[config.mk]
export PLATFORM = sky130hd
export DESIGN_NAME = crc16_frame_checker_top
export DESIGN_NICKNAME = d
export VERILOG_FILES = /design/src/rtl/crc16fc_pkg.sv /design/src/rtl/crc16fc_out_buf.sv /design/src/rtl/crc16_frame_checker_top.sv
export SDC_FILE = /design/constraint.sdc
export NUM_CORES = 1
export LEC_CHECK = 0
export ABC_CLOCK_PERIOD_IN_PS = 6700
export BUFFER_PORTS_ARGS = -buffer_cell sky130_fd_sc_hd__buf_4
export CAP_MARGIN = 20
export CORE_ASPECT_RATIO = 1.75
export CORE_MARGIN = 4
export CORE_UTILIZATION = 50
export DETAILED_ROUTE_END_ITERATION = 16
export PLACE_DENSITY = 0.7
export REMOVE_ABC_BUFFERS = 1
export SLEW_MARGIN = 20
export SYNTH_ARGS = -nofsm -noshare
export SYNTH_HDL_FRONTEND = slang
export SYNTH_HIERARCHICAL = 1
export SYNTH_SLANG_ARGS = --single-unit
[constraint.sdc]
create_clock -name clk -period 6.7 [get_ports clk]
set_input_delay 0.67 -clock clk [delete_from_list [all_inputs] [get_ports clk]]
set_output_delay 0.67 -clock clk [all_outputs]
set_load 0.01 [all_outputs]
[src/rtl/crc16fc_pkg.sv]
// Types, constants and the checksum byte update for the CRC16 frame checker.
`timescale 1ns / 1ps

package crc16fc_pkg;

  localparam logic [7:0]  SYNC0      = 8'hF8;
  localparam logic [7:0]  SYNC1      = 8'h55;
  localparam logic [7:0]  SYNC2      = 8'hCE;
  localparam logic [15:0] CHECK_POLY = 16'h1021;
  localparam logic [15:0] CHECK_TOP  = 16'h8000;

  // Position of the first body byte, the minimum frame size and the fixed frame overhead.
  localparam int unsigned BODY_START = 5;
  localparam int unsigned MIN_BYTES  = 6;
  localparam int unsigned OVERHEAD   = 7;

  typedef enum logic [2:0] {
    ST_OK         = 3'd0,
    ST_CHECK_ERR  = 3'd1,
    ST_START_ERR  = 3'd2,
    ST_PROTO_ERR  = 3'd3,
    ST_INCOMPLETE = 3'd4
  } status_t;

  typedef struct packed {
    status_t     status;
    logic [15:0] body_length;
    logic [7:0]  command_code;
    logic [15:0] computed_check;
  } result_t;

  // Non-direct byte update: crc' = T(crc >> 8) ^ (crc << 8) ^ b.
  function automatic logic [15:0] check_update(input logic [15:0] crc, input logic [7:0] b);
    logic [15:0] acc;
    logic [15:0] t;
    acc = 16'h0000;
    t   = {crc[15:8], 8'h00};
    for (int i = 0; i < 8; i++) begin
      if (((t ^ acc) & CHECK_TOP) != 16'h0000) begin
        acc = {acc[14:0], 1'b0} ^ CHECK_POLY;
      end else begin
        acc = {acc[14:0], 1'b0};
      end
      t = {t[14:0], 1'b0};
    end
    return acc ^ {crc[7:0], 8'h00} ^ {8'h00, b};
  endfunction

endpackage

[src/rtl/crc16fc_out_buf.sv]
// Two-entry output buffer (output register plus skid entry) for verdicts.
`timescale 1ns / 1ps

module crc16fc_out_buf (
  input  logic                 clk,
  input  logic                 rst,
  input  logic                 push,
  input  crc16fc_pkg::result_t push_data,
  output logic                 can_push,
  output logic                 out_valid,
  input  logic                 out_ready,
  output crc16fc_pkg::result_t out_data
);
  import crc16fc_pkg::*;

  logic    main_valid;
  result_t main_data;
  logic    skid_valid;
  result_t skid_data;
  logic    pop;

  assign pop      = main_valid && out_ready;
  assign can_push = !skid_valid;

  always_ff @(posedge clk) begin
    if (rst) begin
      main_valid <= 1'b0;
      skid_valid <= 1'b0;
    end else if (pop) begin
      if (skid_valid) begin
        main_data  <= skid_data;
        skid_valid <= 1'b0;
      end else begin
        main_valid <= push;
        main_data  <= push_data;
      end
    end else if (push) begin
      if (!main_valid) begin
        main_valid <= 1'b1;
        main_data  <= push_data;
      end else begin
        skid_valid <= 1'b1;
        skid_data  <= push_data;
      end
    end
  end

  assign out_valid = main_valid;
  assign out_data  = main_data;

endmodule

[src/rtl/crc16_frame_checker_top.sv]
// Top level of the CRC16 framed packet checker.
`timescale 1ns / 1ps

// Checks a received buffer streamed one byte per transfer, with end_of_buffer
// set on the last byte. Exactly one verdict transfer follows each buffer; it
// is offered from the cycle after its last byte is taken, or once older
// verdicts ahead of it have gone out. Other bytes give no result. The
// verdict order is: first byte not F8 -> protocol mismatch (3); under 6 bytes
// -> incomplete (4); header not F8 55 CE -> start error (2); fewer than
// body_length + 7 bytes -> incomplete (4); else the CRC over the body bytes
// (poly 1021, init 0, byte XORed into the low end) is compared with the last
// two bytes, low first: ok (0) or checksum error (1). body_length,
// command_code and computed_check are reported with every verdict; fields
// not yet received read as zero. Throughput is one byte per clock: the frame
// state and the byte-wide CRC update sit in one stage between the input
// transfer and the verdict register. in_ready drops only while two verdicts
// are waiting in the two-entry output buffer. State clears after each
// verdict. COUNT_WIDTH sizes the saturating byte counter.

module crc16_frame_checker_top #(
  parameter int COUNT_WIDTH = 17
) (
  input  logic        clk,
  input  logic        rst,
  input  logic        in_valid,
  output logic        in_ready,
  input  logic [7:0]  data_byte,
  input  logic        end_of_buffer,
  output logic        out_valid,
  input  logic        out_ready,
  output logic [2:0]  status,
  output logic [15:0] body_length,
  output logic [7:0]  command_code,
  output logic [15:0] computed_check
);
  import crc16fc_pkg::*;

  localparam int PW = COUNT_WIDTH + 1;
  localparam logic [COUNT_WIDTH-1:0] COUNT_MAX = {COUNT_WIDTH{1'b1}};

  // Frame state
  logic [COUNT_WIDTH-1:0] byte_count;
  logic [7:0]             first_byte;
  logic                   header_ok;
  logic [15:0]            length_reg;
  logic [7:0]             command_reg;
  logic [15:0]            check_reg;
  logic [7:0]             prev_byte;

  logic [COUNT_WIDTH-1:0] byte_count_next;
  logic [7:0]             first_byte_next;
  logic                   header_ok_next;
  logic [15:0]            length_reg_next;
  logic [7:0]             command_reg_next;
  logic [15:0]            check_reg_next;

  logic          accept;
  logic          in_body;
  logic [PW-1:0] total;
  logic [PW-1:0] body_end;
  logic [PW-1:0] need_len;
  result_t       verdict;
  result_t       out_data;
  logic          can_push;

  assign in_ready = can_push;
  assign accept   = in_valid && in_ready;

  always_comb begin
    first_byte_next  = first_byte;
    header_ok_next   = header_ok;
    length_reg_next  = length_reg;
    command_reg_next = command_reg;

    // header, length and command capture by byte position
    if (byte_count == COUNT_WIDTH'(0)) begin
      first_byte_next = data_byte;
      if (data_byte != SYNC0) header_ok_next = 1'b0;
    end
    if (byte_count == COUNT_WIDTH'(1) && data_byte != SYNC1) header_ok_next = 1'b0;
    if (byte_count == COUNT_WIDTH'(2) && data_byte != SYNC2) header_ok_next = 1'b0;
    if (byte_count == COUNT_WIDTH'(3)) length_reg_next[7:0]  = data_byte;
    if (byte_count == COUNT_WIDTH'(4)) length_reg_next[15:8] = data_byte;
    if (byte_count == COUNT_WIDTH'(BODY_START)) command_reg_next = data_byte;

    // body spans positions 5 .. 4 + length
    body_end = PW'(length_reg) + PW'(BODY_START);
    in_body  = (byte_count >= COUNT_WIDTH'(BODY_START)) && (PW'(byte_count) < body_end);
    check_reg_next = in_body ? check_update(check_reg, data_byte) : check_reg;

    byte_count_next = (byte_count == COUNT_MAX) ? byte_count : byte_count + COUNT_WIDTH'(1);

    // verdict, in priority order
    total    = PW'(byte_count) + PW'(1);
    need_len = PW'(length_reg_next) + PW'(OVERHEAD);
    if (first_byte_next != SYNC0) begin
      verdict.status = ST_PROTO_ERR;
    end else if (total < PW'(MIN_BYTES)) begin
      verdict.status = ST_INCOMPLETE;
    end else if (!header_ok_next) begin
      verdict.status = ST_START_ERR;
    end else if (total < need_len) begin
      verdict.status = ST_INCOMPLETE;
    end else if (data_byte != check_reg_next[15:8] || prev_byte != check_reg_next[7:0]) begin
      verdict.status = ST_CHECK_ERR;
    end else begin
      verdict.status = ST_OK;
    end
    verdict.body_length    = length_reg_next;
    verdict.command_code   = command_reg_next;
    verdict.computed_check = check_reg_next;
  end

  always_ff @(posedge clk) begin
    if (rst || (accept && end_of_buffer)) begin
      byte_count  <= '0;
      first_byte  <= 8'h00;
      header_ok   <= 1'b1;
      length_reg  <= 16'h0000;
      command_reg <= 8'h00;
      check_reg   <= 16'h0000;
      prev_byte   <= 8'h00;
    end else if (accept) begin
      byte_count  <= byte_count_next;
      first_byte  <= first_byte_next;
      header_ok   <= header_ok_next;
      length_reg  <= length_reg_next;
      command_reg <= command_reg_next;
      check_reg   <= check_reg_next;
      prev_byte   <= data_byte;
    end
  end

  crc16fc_out_buf u_out_buf (
    .clk       (clk),
    .rst       (rst),
    .push      (accept && end_of_buffer),
    .push_data (verdict),
    .can_push  (can_push),
    .out_valid (out_valid),
    .out_ready (out_ready),
    .out_data  (out_data)
  );

  assign status         = out_data.status;
  assign body_length    = out_data.body_length;
  assign command_code   = out_data.command_code;
  assign computed_check = out_data.computed_check;

endmodule

Yosys cells after proc, flatten, opt, wreduce, memory -nomap -nowiden
Cells that the tools add are included.

cells by class
  multiplexer cells = 29
  bitwise logic cells = 19
  reduce and logical (&&, ||, !) cells = 17
  multiply operators = 0
  div/mod/pow operators = 0
  order comparisons = 4
  shift-type cells = 0
  equal/unequal tests = 14
  add/sub/neg operators = 4

operators with widths
  kind                                                                     count
  43-bit two-way mux                                                       4
  13-bit two-way mux                                                       8
  16-bit bitwise XOR                                                       5
  16-bit by 3-bit adder with 17-bit output (second input constant)         2
  17-bit by 2-bit == test with 1-bit output (second input constant)        2
  17-bit by 3-bit == test with 1-bit output (second input constant)        2
  8-bit two-way mux                                                        4
  8-bit != test (second input constant)                                    3
  3-bit inverter                                                           7
  17-bit by 1-bit adder with 18-bit output (second input constant)         1
  18-bit by 17-bit < comparator with 1-bit output                          1
  18-bit by 3-bit < comparator with 1-bit output (second input constant)   1
  17-bit by 1-bit adder with 17-bit output (second input constant)         1
  17-bit by 1-bit == test with 1-bit output (second input constant)        1
  17-bit == test (second input constant)                                   1
  17-bit by 3-bit >= comparator with 1-bit output (second input constant)  1
  17-bit zero test                                                         1
  17-bit < comparator                                                      1
  16-bit two-way mux                                                       1
  8-bit != test                                                            2
  16-bit by 13-bit bitwise XOR with 16-bit output                          1
  16-bit by 14-bit bitwise XOR with 16-bit output                          1
  16-bit by 15-bit bitwise XOR with 16-bit output                          1
  16-bit by 8-bit bitwise XOR with 16-bit output                           1
  other kinds (13)                                                         34

word-level totals
  bits of input ports = 13
  logic and storage cells = 104
  memories = 0
  bits in writable memories = 0
  output and inout port bits = 45
  bits in latches = 0
  register bits after elaboration = 162
  bits in read-only memories = 0

Depth between registers and ports, before layout
  depth in word-level cells = 28
  gate-level depth with buffers = 19
  depth with buffers taken out = 17

Hierarchy
The synthesis kept the hierarchy.

modules (own cells, without submodules)
  module                   times used  sequential area each (µm²)  area an instance (µm²)  cells an instance
  crc16_frame_checker_top  1           1481.4                      5905.7                  772
  crc16fc_out_buf          1           2622.5                      3240.6                  145

Least setup slack after synthesis
No wires, ideal clock.

  path type = input -> register
  from = input data_byte[0]
  to = register u_out_buf.main_data, in the netlist u_out_buf/out_data[40], data pin
  arrival time = 4193 ps
  required time = 6440 ps
  path buffers = 1
  path slack = 2247 ps
  setup time = 260 ps
  stages = 17
  cells stage by stage = clkbuf_1 -> inv_1 -> or4_1 -> and2_1 -> ha_1 -> a21oi_1 -> nor2b_1 -> xnor2_1 -> ha_1 -> a21o_1 -> a21oi_1 -> o21bai_1 -> a2111oi_0 -> o2111ai_1 -> a41oi_1 -> a31oi_1 -> mux2_2

RTL lines
  item                    line                           source
  start: declaration      crc16_frame_checker_top.sv:27  input logic [7:0] data_byte,
  end signal: assignment  crc16fc_out_buf.sv:31          main_data <= skid_data;
  end signal: assignment  crc16fc_out_buf.sv:35          main_data <= push_data;
  end signal: assignment  crc16fc_out_buf.sv:40          main_data <= push_data;
  end: declaration        crc16fc_out_buf.sv:17          result_t main_data;

==> results_dict.tcl <==
set metrics [dict create \
    fin_cells 1188 \
    cp_cell_sequence "ha_1, nand2b_1, nor3_2, buf_4, mux2i_1, nand2b_1, nor3_1, xnor2_1, ha_1, a21o_1, a21oi_1, o21bai_1, a2111oi_0, o2111ai_1, a41oi_1, a31oi_1, mux2_2" \
    setup_tns_ps 0 \
    maxSlewHeadroom_pct 40.60 \
    grt_pass1_wl_mm 35.84 \
    required_ps 6880 \
    crit_arrival_ps 5220 \
    clock_skew_ps 12.04 \
    grt_max_degree 75 \
    ant_nets 0 \
    yosys_most_used_dff "edfxtp_1" \
    cts_resized 0 \
    clk_pin_slew_ps 70 \
    yosysUniqueCellTypes 67 \
    insertion_delay_ps 430 \
    drt-pass1-iter-count 5 \
    grt_antenna_before_repair 0 \
    rsz0062_at_grt "no" \
    p_int_w 0.001670 \
    synth_area_leaders "edfxtp_1 (28%), dfxtp_1 (17%), mux2_2 (7.0%)" \
    die_x_um 110.2 \
    pin_count 58 \
    finalCritPeriodShare_pct 75.11 \
    synthCells 917 \
    report.final.slew_viol_count 0 \
    min_path_type "reg -> reg" \
    grt.total_usage_pct 22.43 \
    cts_max_level 4 \
    cts_max_path_buffers 2 \
    avgSynthCellArea_um2 9.974 \
    path_buf_inv 1 \
    core_mm2 0.01797 \
    gp_congestion 0.9847 \
    drtIter0Drc 420 \
    synth-seq-cells 162 \
    peakVddDrop_mv 0.1820 \
    nets 993 \
    hold_buffers 0 \
    vias 6791 \
    ys_seq_area_share_pct 44.87 \
    cts_num_sinks 162 \
    drive_gt1_share_pct 17.61 \
    p_comb_share_pct 9.2 \
    max_freq_mhz 198.7 \
    placement.io_buffers 57 \
    synth_top_area_share_pct 28.24 \
    netlist_area_mm2 0.009146 \
    fin_crit_ps 5033 \
    drv_cap 0 \
    drc 0 \
    power.density_mw_per_mm2 221.2 \
    mostFrequentLayoutCell "nand2_1" \
    avgRoutedWirePerCell_um 18.81 \
    power.share.switching_pct 26.03 \
    slowest_stage "mux2i_1" \
    yosysTopAreaCell "edfxtp_1" \
    n_fill_cell 1587 \
    crit_path_start_kind "flop" \
    mostFrequentLayoutCells "nand2_1 (95), edfxtp_1 (86), nor2_1 (78)" \
    hpwl_mm 15.72 \
    final_core_util_pct 56.78 \
    viasPerCell 5.716 \
    place_inst 1156 \
    diodes 0 \
    wirelength_mm 22.35 \
    post_cts_buffers 0 \
    cp_max_fo 14 \
    worstMarginPinSlew_ps 891.0 \
    netSwitchingPower_w 0.0005876 \
    cpPeakStageDelay_ps 670 \
    die_h_um 186.9 \
    first_global_vias 6816 \
    seqPwrFrac_pct 48.3 \
    p_total_w 0.002257 \
    synth_edf_count 86 \
    ys_warn_count 6 \
    std_cell_rows 65 \
    setup.worst_path.end_class "flop" \
    initial_utilization_pct 50.89 \
    async_flop_share_pct 0 \
    clkPwrFrac_pct 42.5 \
    finalSetupViolCount 0 \
    cts-root-buf "clkbuf_16" \
    hold_violations 0 \
    cts_tree "yes" \
    path_delay_family "compound AO/OA/AOI/OAI gates" \
    cts_buffers 17 \
    power.leakage_nw 4.002 \
    grt.overflow.total 0 \
    path_class "reg -> reg" \
    status "finished, final reports clean" \
    synthToLayoutAreaGrowth_pct 11.57 \
    dieArea_mm2 0.02061 \
]
[worst paths after layout]
check                      start                endpoint  slack [ps]  cells after the start
setup / recovery   byte_count[0]  u_out_buf/out_data[40]        1670                     17
hold / removal    command_reg[6]          command_reg[6]         460                      2
setup reg to reg   byte_count[0]  u_out_buf/out_data[40]        1670                     17
hold reg to reg   command_reg[6]          command_reg[6]         460                      2
[worst register-to-register path: cells and delay by family, from the launching register on]
kind,cells,cell delay (ps)
xor+xnor,1,170
fa+ha+maj,2,640
simple gates,4,770
flops,1,550
mux,2,960
buf+inv,1,250
compound gates,7,1450
[through the flow]
step | hold WS (ps) | instance area (µm²) | worst slack (ps)
after floorplan | 432.9 | 8851 | 2223
after global placement | 438.4 | 9633 | 1691
after detailed placement | 447.0 | 9633 | 1689
after CTS | 451.4 | 10200 | 1742
after global routing | 456.5 | 10200 | 1325
final | 455.2 | 10200 | 1667
[cell usage after synthesis (5+ instances only)]
cell and number:
a211oi_1 16, a21o_1 5, a21oi_1 55, and3_1 7
buf_1 7, buf_2 9, buf_4 5, clkbuf_1 32
dfxtp_1 76, edfxtp_1 86, ha_1 39, inv_1 34
mux2_2 57, mux2i_1 22, nand2_1 95, nand2b_1 7
nand3_1 19, nand4_1 15, nor2_1 79, nor3_1 26
nor4_1 6, o21a_1 5, o21ai_0 25, or3_1 12
or4_1 5, xnor2_1 58, xor2_1 43
[routing by layer]
layer	global-route usage [%]	routed length (µm)
met1	24.99	8567
met2	40.83	12250
met3	3.385	644
met4	10.00	881
met5	0	0
[cells by family (layout without fill, tap and decap cells)]
family	Yosys count	in the layout	synth area share, %
buffers and inverters	92	129	4.624
AND/OR/NAND/NOR	299	299	15.79
multiplexers	82	82	9.918
adder cells (fa/ha/maj)	39	39	5.335
XOR/XNOR	101	101	9.672
AO/OA/AOI/OAI	142	142	9.795
flip-flops	162	162	44.87
[power by group through the flow]
stage	Combinational (W)	Clock, W	Sequential, W
floorplan	0.000126	0	0.00111
global placement	0.000204	0	0.00111
detailed placement	0.000206	0	0.00111
CTS	0.000208	0.000975	0.00109
global route	0.000228	0.00101	0.00109
finish	0.000207	0.000959	0.00109
[layout make-up]
cell class / count / area (µm²) / share of cell area [%]
flip-flops and latches: 162 / 4104 / 40.22
inverters: 34 / 127.6 / 1.251
repair buffers: 63 / 473.0 / 4.635
multi-input cells: 663 / 4636 / 45.43
clock buffers: 17 / 425.4 / 4.169
well taps: 234 / 292.8 / 2.869
clock inverters: 15 / 146.4 / 1.435
Power figures use the tool's default switching activity.
